### config.mk
export PLATFORM = sky130hd
export DESIGN_NAME = positional_list_store_flat
export DESIGN_NICKNAME = d
export VERILOG_FILES = /design/src/design/pls_pkg.sv /design/src/design/pls_if.sv /design/src/design/pls_cell_row.sv /design/src/design/positional_list_store.sv /design/src/flat_wrapper.sv
export SDC_FILE = /design/constraint.sdc
export NUM_CORES = 2
export LEC_CHECK = 0
export BUFFER_PORTS_ARGS = -buffer_cell sky130_fd_sc_hd__buf_2
export CELL_PAD_IN_SITES_DETAIL_PLACEMENT = 1
export CELL_PAD_IN_SITES_GLOBAL_PLACEMENT = 1
export CORE_MARGIN = 2
export CORE_UTILIZATION = 30
export CTS_BUF_LIST = sky130_fd_sc_hd__clkbuf_8
export CTS_CLUSTER_SIZE = 28
export DETAILED_ROUTE_END_ITERATION = 8
export GPL_ROUTABILITY_DRIVEN = 0
export GPL_TIMING_DRIVEN = 0
export PLACE_DENSITY = 0.63
export SLEW_MARGIN = 20
export SYNTH_ARGS = -nofsm -noshare
export SYNTH_HDL_FRONTEND = slang
export SYNTH_SLANG_ARGS = --single-unit
### constraint.sdc
create_clock -name i_clk -period 8.7 [get_ports i_clk]
set_input_delay 0.435 -clock i_clk [delete_from_list [all_inputs] [get_ports i_clk]]
set_output_delay 0.435 -clock i_clk [all_outputs]
set_load 0.05 [all_outputs]
### src/design/pls_pkg.sv
// pls_pkg: shared types and constants for the positional list store
// holds request/status codes, cell row commands and fixed field widths
// no dependencies
package pls_pkg;

    // fixed field widths
    localparam int POS_W       = 5;
    localparam int DATA_W      = 32;
    localparam int COUNT_OUT_W = 5;

    // request operation codes
    typedef enum logic [1:0] {
        OP_GET    = 2'd0,
        OP_SET    = 2'd1,
        OP_INSERT = 2'd2,
        OP_REMOVE = 2'd3
    } t_op;

    // response status codes
    typedef enum logic [1:0] {
        ST_OK      = 2'd0,
        ST_BAD_POS = 2'd1,
        ST_FULL    = 2'd2
    } t_status;

    // command to the cell row for one transaction
    typedef enum logic [1:0] {
        ROW_HOLD   = 2'd0,
        ROW_WRITE  = 2'd1,
        ROW_INSERT = 2'd2,
        ROW_REMOVE = 2'd3
    } t_row_op;

endpackage

### src/design/pls_if.sv
// pls_if: valid/ready channel interfaces for requests and responses
// depends on pls_pkg for field widths
interface pls_req_if;
    logic                              valid;
    logic                              ready;
    logic [1:0]                        op;
    logic [pls_pkg::POS_W-1:0]         position;
    logic signed [pls_pkg::DATA_W-1:0] value;

    modport source (output valid, output op, output position, output value, input ready);
    modport sink   (input valid, input op, input position, input value, output ready);
endinterface

interface pls_rsp_if;
    logic                                   valid;
    logic                                   ready;
    logic signed [pls_pkg::DATA_W-1:0]      read_value;
    logic [1:0]                             status;
    logic [pls_pkg::COUNT_OUT_W-1:0]        entry_count;
    logic                                   is_empty;

    modport source (output valid, output read_value, output status, output entry_count,
                    output is_empty, input ready);
    modport sink   (input valid, input read_value, input status, input entry_count,
                    input is_empty, output ready);
endinterface

### src/design/pls_cell_row.sv
// pls_cell_row: row of list cells that shift up or down in parallel
// depends on pls_pkg for the row command type and data width
module pls_cell_row #(
    parameter int CAPACITY = 16
) (
    input  logic                              i_clk,
    input  pls_pkg::t_row_op                  i_cmd,
    input  logic [$clog2(CAPACITY)-1:0]       i_index,
    input  logic [$clog2(CAPACITY+1)-1:0]     i_count,
    input  logic signed [pls_pkg::DATA_W-1:0] i_value,
    output logic signed [pls_pkg::DATA_W-1:0] o_rd_data
);
    localparam int CW = $clog2(CAPACITY + 1);

    logic signed [pls_pkg::DATA_W-1:0] r_cell [CAPACITY];
    logic [CW:0] idx_ext;
    logic [CW:0] cnt_ext;

    assign idx_ext = (CW+1)'(i_index);
    assign cnt_ext = (CW+1)'(i_count);

    // read port at the addressed position
    assign o_rd_data = r_cell[i_index];

    // one register per cell, each sees only its neighbors
    for (genvar k = 0; k < CAPACITY; k++) begin : g_cell
        localparam logic [CW:0] CELL_K  = (CW+1)'(k);
        localparam logic [CW:0] CELL_K1 = (CW+1)'(k + 1);
        logic signed [pls_pkg::DATA_W-1:0] w_below;
        logic signed [pls_pkg::DATA_W-1:0] w_above;
        logic signed [pls_pkg::DATA_W-1:0] n_cell;

        if (k > 0) begin : g_below
            assign w_below = r_cell[k-1];
        end else begin : g_no_below
            assign w_below = '0;
        end

        if (k < CAPACITY - 1) begin : g_above
            assign w_above = r_cell[k+1];
        end else begin : g_no_above
            assign w_above = '0;
        end

        // next value for this cell
        always_comb begin
            n_cell = r_cell[k];
            unique case (i_cmd)
                pls_pkg::ROW_HOLD: begin
                    n_cell = r_cell[k];
                end
                pls_pkg::ROW_WRITE: begin
                    if (CELL_K == idx_ext) n_cell = i_value;
                end
                pls_pkg::ROW_INSERT: begin
                    if (CELL_K == idx_ext) begin
                        n_cell = i_value;
                    end else if (CELL_K > idx_ext && CELL_K <= cnt_ext) begin
                        n_cell = w_below;
                    end
                end
                pls_pkg::ROW_REMOVE: begin
                    if (CELL_K >= idx_ext && CELL_K1 < cnt_ext) n_cell = w_above;
                end
                default: n_cell = r_cell[k];
            endcase
        end

        always_ff @(posedge i_clk) begin
            r_cell[k] <= n_cell;
        end
    end

endmodule

### src/design/positional_list_store.sv
// positional_list_store: ordered list of signed values addressed by 1-based position
// a request is registered in the input stage, and its response in the result stage
// throughput: one request per cycle while responses are not stalled; all cells shift in parallel
// reset (synchronous, active low) empties the list and drops both pipeline stages
// cell contents are not cleared and read only after being written
// depends on pls_pkg, pls_if and pls_cell_row
module positional_list_store #(
    parameter int CAPACITY = 16
) (
    input  logic          i_clk,
    input  logic          i_rst_n,
    pls_req_if.sink       i_req,
    pls_rsp_if.source     o_rsp
);
    localparam int IW    = $clog2(CAPACITY);
    localparam int CW    = $clog2(CAPACITY + 1);
    localparam int CMP_W = ((CW > pls_pkg::POS_W) ? CW : pls_pkg::POS_W) + 1;

    // input register stage
    logic                              r_in_valid;
    pls_pkg::t_op                      r_op;
    logic [pls_pkg::POS_W-1:0]         r_pos;
    logic signed [pls_pkg::DATA_W-1:0] r_value;

    // list state
    logic [CW-1:0] r_count;
    logic [CW-1:0] n_count;

    // result register stage
    logic                              r_out_valid;
    logic signed [pls_pkg::DATA_W-1:0] r_read_value;
    pls_pkg::t_status                  r_status;
    logic [pls_pkg::COUNT_OUT_W-1:0]   r_entry_count;
    logic                              r_is_empty;

    logic                              accept_in;
    logic                              advance;
    logic [CMP_W-1:0]                  pos_ext;
    logic [CMP_W-1:0]                  cnt_ext;
    logic [CMP_W-1:0]                  pos_m1;
    logic [CMP_W-1:0]                  cnt_next_ext;
    logic                              bad_pos;
    logic                              is_full;
    pls_pkg::t_status                  status;
    pls_pkg::t_row_op                  row_cmd;
    logic signed [pls_pkg::DATA_W-1:0] rd_data;
    logic signed [pls_pkg::DATA_W-1:0] read_value;

    // handshake
    assign advance     = r_in_valid && (!r_out_valid || o_rsp.ready);
    assign i_req.ready = !r_in_valid || advance;
    assign accept_in   = i_req.valid && i_req.ready;

    // position checks against the current count
    assign pos_ext = CMP_W'(r_pos);
    assign cnt_ext = CMP_W'(r_count);
    assign pos_m1  = pos_ext - CMP_W'(1);
    assign is_full = (cnt_ext == CMP_W'(CAPACITY));

    // decode the request into status, row command and new count
    always_comb begin
        status       = pls_pkg::ST_OK;
        row_cmd      = pls_pkg::ROW_HOLD;
        cnt_next_ext = cnt_ext;
        read_value   = '0;
        bad_pos      = 1'b0;
        unique case (r_op)
            pls_pkg::OP_INSERT: begin
                bad_pos = (pos_ext == '0) || (pos_ext > cnt_ext + CMP_W'(1));
                if (bad_pos) begin
                    status = pls_pkg::ST_BAD_POS;
                end else if (is_full) begin
                    status = pls_pkg::ST_FULL;
                end else begin
                    row_cmd      = pls_pkg::ROW_INSERT;
                    cnt_next_ext = cnt_ext + CMP_W'(1);
                end
            end
            pls_pkg::OP_GET: begin
                bad_pos = (pos_ext == '0) || (pos_ext > cnt_ext);
                if (bad_pos) status = pls_pkg::ST_BAD_POS;
                else         read_value = rd_data;
            end
            pls_pkg::OP_SET: begin
                bad_pos = (pos_ext == '0) || (pos_ext > cnt_ext);
                if (bad_pos) status = pls_pkg::ST_BAD_POS;
                else         row_cmd = pls_pkg::ROW_WRITE;
            end
            pls_pkg::OP_REMOVE: begin
                bad_pos = (pos_ext == '0) || (pos_ext > cnt_ext);
                if (bad_pos) begin
                    status = pls_pkg::ST_BAD_POS;
                end else begin
                    row_cmd      = pls_pkg::ROW_REMOVE;
                    cnt_next_ext = cnt_ext - CMP_W'(1);
                end
            end
            default: status = pls_pkg::ST_BAD_POS;
        endcase
        // cells only move when the transaction advances
        if (!advance) row_cmd = pls_pkg::ROW_HOLD;
    end

    assign n_count = cnt_next_ext[CW-1:0];

    // list cells
    pls_cell_row #(
        .CAPACITY (CAPACITY)
    ) u_row (
        .i_clk     (i_clk),
        .i_cmd     (row_cmd),
        .i_index   (pos_m1[IW-1:0]),
        .i_count   (r_count),
        .i_value   (r_value),
        .o_rd_data (rd_data)
    );

    // input stage control
    always_ff @(posedge i_clk) begin
        if (!i_rst_n) begin
            r_in_valid <= 1'b0;
        end else if (accept_in) begin
            r_in_valid <= 1'b1;
        end else if (advance) begin
            r_in_valid <= 1'b0;
        end
    end

    // input stage payload
    always_ff @(posedge i_clk) begin
        if (accept_in) begin
            r_op    <= pls_pkg::t_op'(i_req.op);
            r_pos   <= i_req.position;
            r_value <= i_req.value;
        end
    end

    // count state
    always_ff @(posedge i_clk) begin
        if (!i_rst_n) begin
            r_count <= '0;
        end else if (advance) begin
            r_count <= n_count;
        end
    end

    // result stage control
    always_ff @(posedge i_clk) begin
        if (!i_rst_n) begin
            r_out_valid <= 1'b0;
        end else if (advance) begin
            r_out_valid <= 1'b1;
        end else if (o_rsp.ready) begin
            r_out_valid <= 1'b0;
        end
    end

    // result stage payload
    always_ff @(posedge i_clk) begin
        if (advance) begin
            r_read_value  <= read_value;
            r_status      <= status;
            r_entry_count <= cnt_next_ext[pls_pkg::COUNT_OUT_W-1:0];
            r_is_empty    <= (cnt_next_ext == '0);
        end
    end

    assign o_rsp.valid       = r_out_valid;
    assign o_rsp.read_value  = r_read_value;
    assign o_rsp.status      = r_status;
    assign o_rsp.entry_count = r_entry_count;
    assign o_rsp.is_empty    = r_is_empty;

endmodule

### src/flat_wrapper.sv
// flat-port wrapper written by rule: the top's interface ports become plain ports
module positional_list_store_flat 
#(
    parameter int CAPACITY = 16
)
  (i_clk, i_rst_n, i_req_valid, i_req_op, i_req_position, i_req_value, i_req_ready, o_rsp_valid, o_rsp_read_value, o_rsp_status, o_rsp_entry_count, o_rsp_is_empty, o_rsp_ready);
  pls_req_if i_req_i ();
  pls_rsp_if o_rsp_i ();
  input  logic i_clk;
  input  logic i_rst_n;
  input wire logic [$bits(i_req_i.valid)-1:0] i_req_valid;
  input wire logic [$bits(i_req_i.op)-1:0] i_req_op;
  input wire logic [$bits(i_req_i.position)-1:0] i_req_position;
  input wire logic [$bits(i_req_i.value)-1:0] i_req_value;
  output wire logic [$bits(i_req_i.ready)-1:0] i_req_ready;
  output wire logic [$bits(o_rsp_i.valid)-1:0] o_rsp_valid;
  output wire logic [$bits(o_rsp_i.read_value)-1:0] o_rsp_read_value;
  output wire logic [$bits(o_rsp_i.status)-1:0] o_rsp_status;
  output wire logic [$bits(o_rsp_i.entry_count)-1:0] o_rsp_entry_count;
  output wire logic [$bits(o_rsp_i.is_empty)-1:0] o_rsp_is_empty;
  input wire logic [$bits(o_rsp_i.ready)-1:0] o_rsp_ready;
  assign i_req_i.valid = i_req_valid;
  assign i_req_i.op = i_req_op;
  assign i_req_i.position = i_req_position;
  assign i_req_i.value = i_req_value;
  assign i_req_ready = i_req_i.ready;
  assign o_rsp_valid = o_rsp_i.valid;
  assign o_rsp_read_value = o_rsp_i.read_value;
  assign o_rsp_status = o_rsp_i.status;
  assign o_rsp_entry_count = o_rsp_i.entry_count;
  assign o_rsp_is_empty = o_rsp_i.is_empty;
  assign o_rsp_i.ready = o_rsp_ready;
  positional_list_store #(.CAPACITY(CAPACITY)) u_core (.i_clk(i_clk), .i_rst_n(i_rst_n), .i_req(i_req_i), .o_rsp(o_rsp_i));
endmodule
==> impl_results.md <==
* PwrDens at 178.5 mW/mm^2
* CTS max path bufs at 3
* Top cells by count, synth: 591 x edfxtp_1, 452 x nand2_1, 224 x a22oi_1, 173 x inv_1
* Final Slew Violations at 0
* Final nets at 2907
* Min-delay worst type: primary input to register
* Residual DRC at 0
* Syn. warnings at 0
* Sink Count at 598
* Crit Path Max Fanout at 10
* Mean post-synth cell area at approximately 13 sq um
* Detail Route Antenna Nets at 0
* Worst slew pin tran at between 1 and 1.5 ns
* Max Fclk at ~0.17 GHz
* CTS-repair resized insts at 0
* Peak supply drop at approximately 0.12 mV
* Largest net degree at the start of global routing at 47
* Status: complete, no violations
* Post-route clock period utilization at 0.6583
* Cell count after synthesis at between 2000 and 3000
* Worst skew pair latency at ~0.8 ns
* Total global routing overflow at 0
* Clock Pin Slew Worst Setup and Hold Paths at ~0.060 ns
* Sequential cell area fraction in the yosys report at 0.5536
* CTS tree: yes
* Die width at 332.2 um
* CTS buffer count at around 110
* Core Area at 0.1069 sq mm
* Initial DRC count at about 4700
* Die area at ~0.11 sq mm
* Final WL at 140.0 mm
* Synthesis-to-finish area growth at 16.66%
* Worst hold slack at approximately 0.074 ns
* First-pass GRT wire length at 197.7 mm
* # port buffers at 84
* Post-synth ARST share at 0
* Max-cap violations at 0
* Leak Pwr at 14.52 nW
* Worst setup SP type: register
* Most common cell in the synthesized netlist: edfxtp_1
* Data required time of the worst path at 9.27 ns
* Cell taking the most area after synthesis: edfxtp_1
* Post-DP Area at roughly 0.035 sq mm
* Relative max-transition margin at 0.2304
* Boundary Pins at 85
* Crit path DAT at around 6.3 ns
* Routed vias at 26690
* Synth unique cells at 64
* Worst setup EP type: register
* Number of cell rows at 120
* CTS Root Buffer Type: clkbuf_8
* Hold Vio Cnt, Final at 0
* Gr usage total at 0.2477
* Fin crit period at between 5 and 6 ns
* Vias in the first global route at 26660
* #FFs+latches synth at roughly 600
* Worst setup path class: register to register
* Post-DP HPWL at roughly 99 mm
* Power Total at between 6 and 7 mW
* Area share of the largest cell type after synthesis at 0.5493
* Fraction of layout cells with a size suffix above 1 at 0.2231
* Mapped cell area at ~0.032 sq mm
* First-pass iteration count of the detailed router at 7
* Wire length per cell at around 32 um
* Clock Skew at approximately 0.057 ns
* Die H at about 330 um
* RSZ-0062 raised after global routing: no
* Setup violations, final at 0
* Synth Flop Type: edfxtp_1
* Initial antenna violation count at 2
* Post-synth EDFFs at a little under 600
* Setup TNS at 0 ns
* H-tree depth at 3
* Initial core utilization at 0.3022
* Design Area, Final at about 0.038 sq mm
* Mapped Nets at roughly 2600
* Post-DR vias/cell at between 6 and 7
* Top post-synthesis cells by area: edfxtp_1 55%, mux4_2 11%, nand2_1 5.3%
## cell families (layout without fill, tap and decap cells)
group,Yosys count,in the layout,synth area share
DFF,598,598,0.5536
other,0,1,0
xor gates and xnor gates,7,7,0.002130
and+or+nand+nor,585,585,0.07950
AOI/OAI and AO/OA,718,718,0.1832
muxes,161,161,0.1119
adders and majority gates,25,25,0.009681
buffers and inverters,453,824,0.05995
## routing by layer
layer  up-vias  global-route usage  share of wire
met2      1813              0.3773           0.45
met3       353             0.05798           0.11
met5         -                   0        0.00014
met4         2              0.1176          0.049
met1     13810              0.3325           0.40
li1      10710                   -              -
## cell type report
| cell class | instances | area, sq um |
|---|---|---|
| Sequential cell | 598 | 17890 |
| Tap cell | 1403 | 1755 |
| Buffer | 276 | 1286 |
| Fill cell | 11540 | 69210 |
| Clock buffer | 109 | 1500 |
| Antenna cell | 1 | 2.502 |
| Clock inverter | 81 | 346.6 |
| Multi-Input combinational cell | 1496 | 12750 |
| Inverter | 177 | 666.9 |
| Timing Repair Buffer | 181 | 1501 |
## layout by cell type, fill, tap and decap left out, types with 5 or more instances in the layout
cell type / instances
a21o_1: 72
a21oi_1: 19
a221oi_4: 11
a222oi_1: 160
a22o_1: 130
a22oi_1: 224
and3_1: 37
buf_2: 231
buf_4: 9
buf_6: 38
buf_8: 11
clkbuf_1: 108
clkbuf_2: 11
clkbuf_8: 109
clkinv_1: 17
clkinv_2: 5
dfxtp_1: 7
dlygate4sd3_1: 42
edfxtp_1: 591
ha_1: 25
inv_1: 225
mux4_2: 160
nand2_1: 452
nand2b_1: 5
nand3_1: 14
nand4_1: 6
nor2_1: 27
nor3_2: 8
nor3b_2: 9
o21ai_0: 45
o21ai_1: 7
o221ai_1: 6
o221ai_2: 7
## worst max-delay path, stage by stage (launching register included)
cell	delay (ns)
edfxtp_1	0.41
clkbuf_1	0.46
buf_2	0.46
inv_1	0.26
ha_1	0.34
buf_2	0.25
clkbuf_2	0.61
nand2_1	0.32
nor3_1	0.64
o21ai_0	0.27
o211ai_1	0.46
clkbuf_1	0.71
nand2_1	0.15
o21ai_0	0.16
## where the power goes
group / switching (mW) / internal [mW]
clock: 1.29 / 1.16
sequential: 0.0556 / 3.28
combinational: 0.591 / 0.357
total: 1.94 / 4.79
## final timing paths
| path | endpoint | cells after the start | start | slack, ns |
|---|---|---|---|---|
| max | u_core.u_row.r_cell[1][17] | 13 | u_core.r_pos[0] | 2.97 |
| max reg2reg | u_core.u_row.r_cell[1][17] | 13 | u_core.r_pos[0] | 2.97 |
| min | u_core.o_rsp.valid | 3 | o_rsp_ready | 0.07 |
| min reg2reg | u_core.o_rsp.valid | 1 | u_core.r_in_valid | 0.54 |
## registers in the layout, indices dropped and copies added, names as in the netlist
register	flops
u_core.u_row.r_cell	512
u_core.o_rsp.read_value	32
u_core.r_value	32
u_core.o_rsp.entry_count	5
u_core.r_count	5
u_core.r_pos	5
u_core.o_rsp.status	2
u_core.r_op	2
u_core.o_rsp.is_empty	1
u_core.o_rsp.valid	1
u_core.r_in_valid	1
## timing repair
| item | in CTS | in global routing |
|---|---|---|
| hold endpoints to repair | 46 | 0 |
| hold buffers | 42 | 0 |
| setup buffers | 0 | 0 |
## per-stage QoR
stage | utilization | setup slack, ns | instances
2_1_floorplan | - | 0.4852 | 2547
3_3_place_gp | 0.3226 | -4.847 | 4034
3_5_place_dp | 0.3313 | 3.215 | 4089
4_1_cts | 0.3525 | 3.156 | 4321
5_1_grt | 0.3526 | 2.942 | 4322
6_report | 0.3526 | 2.972 | 4322
Power figures use the tool's default switching activity.
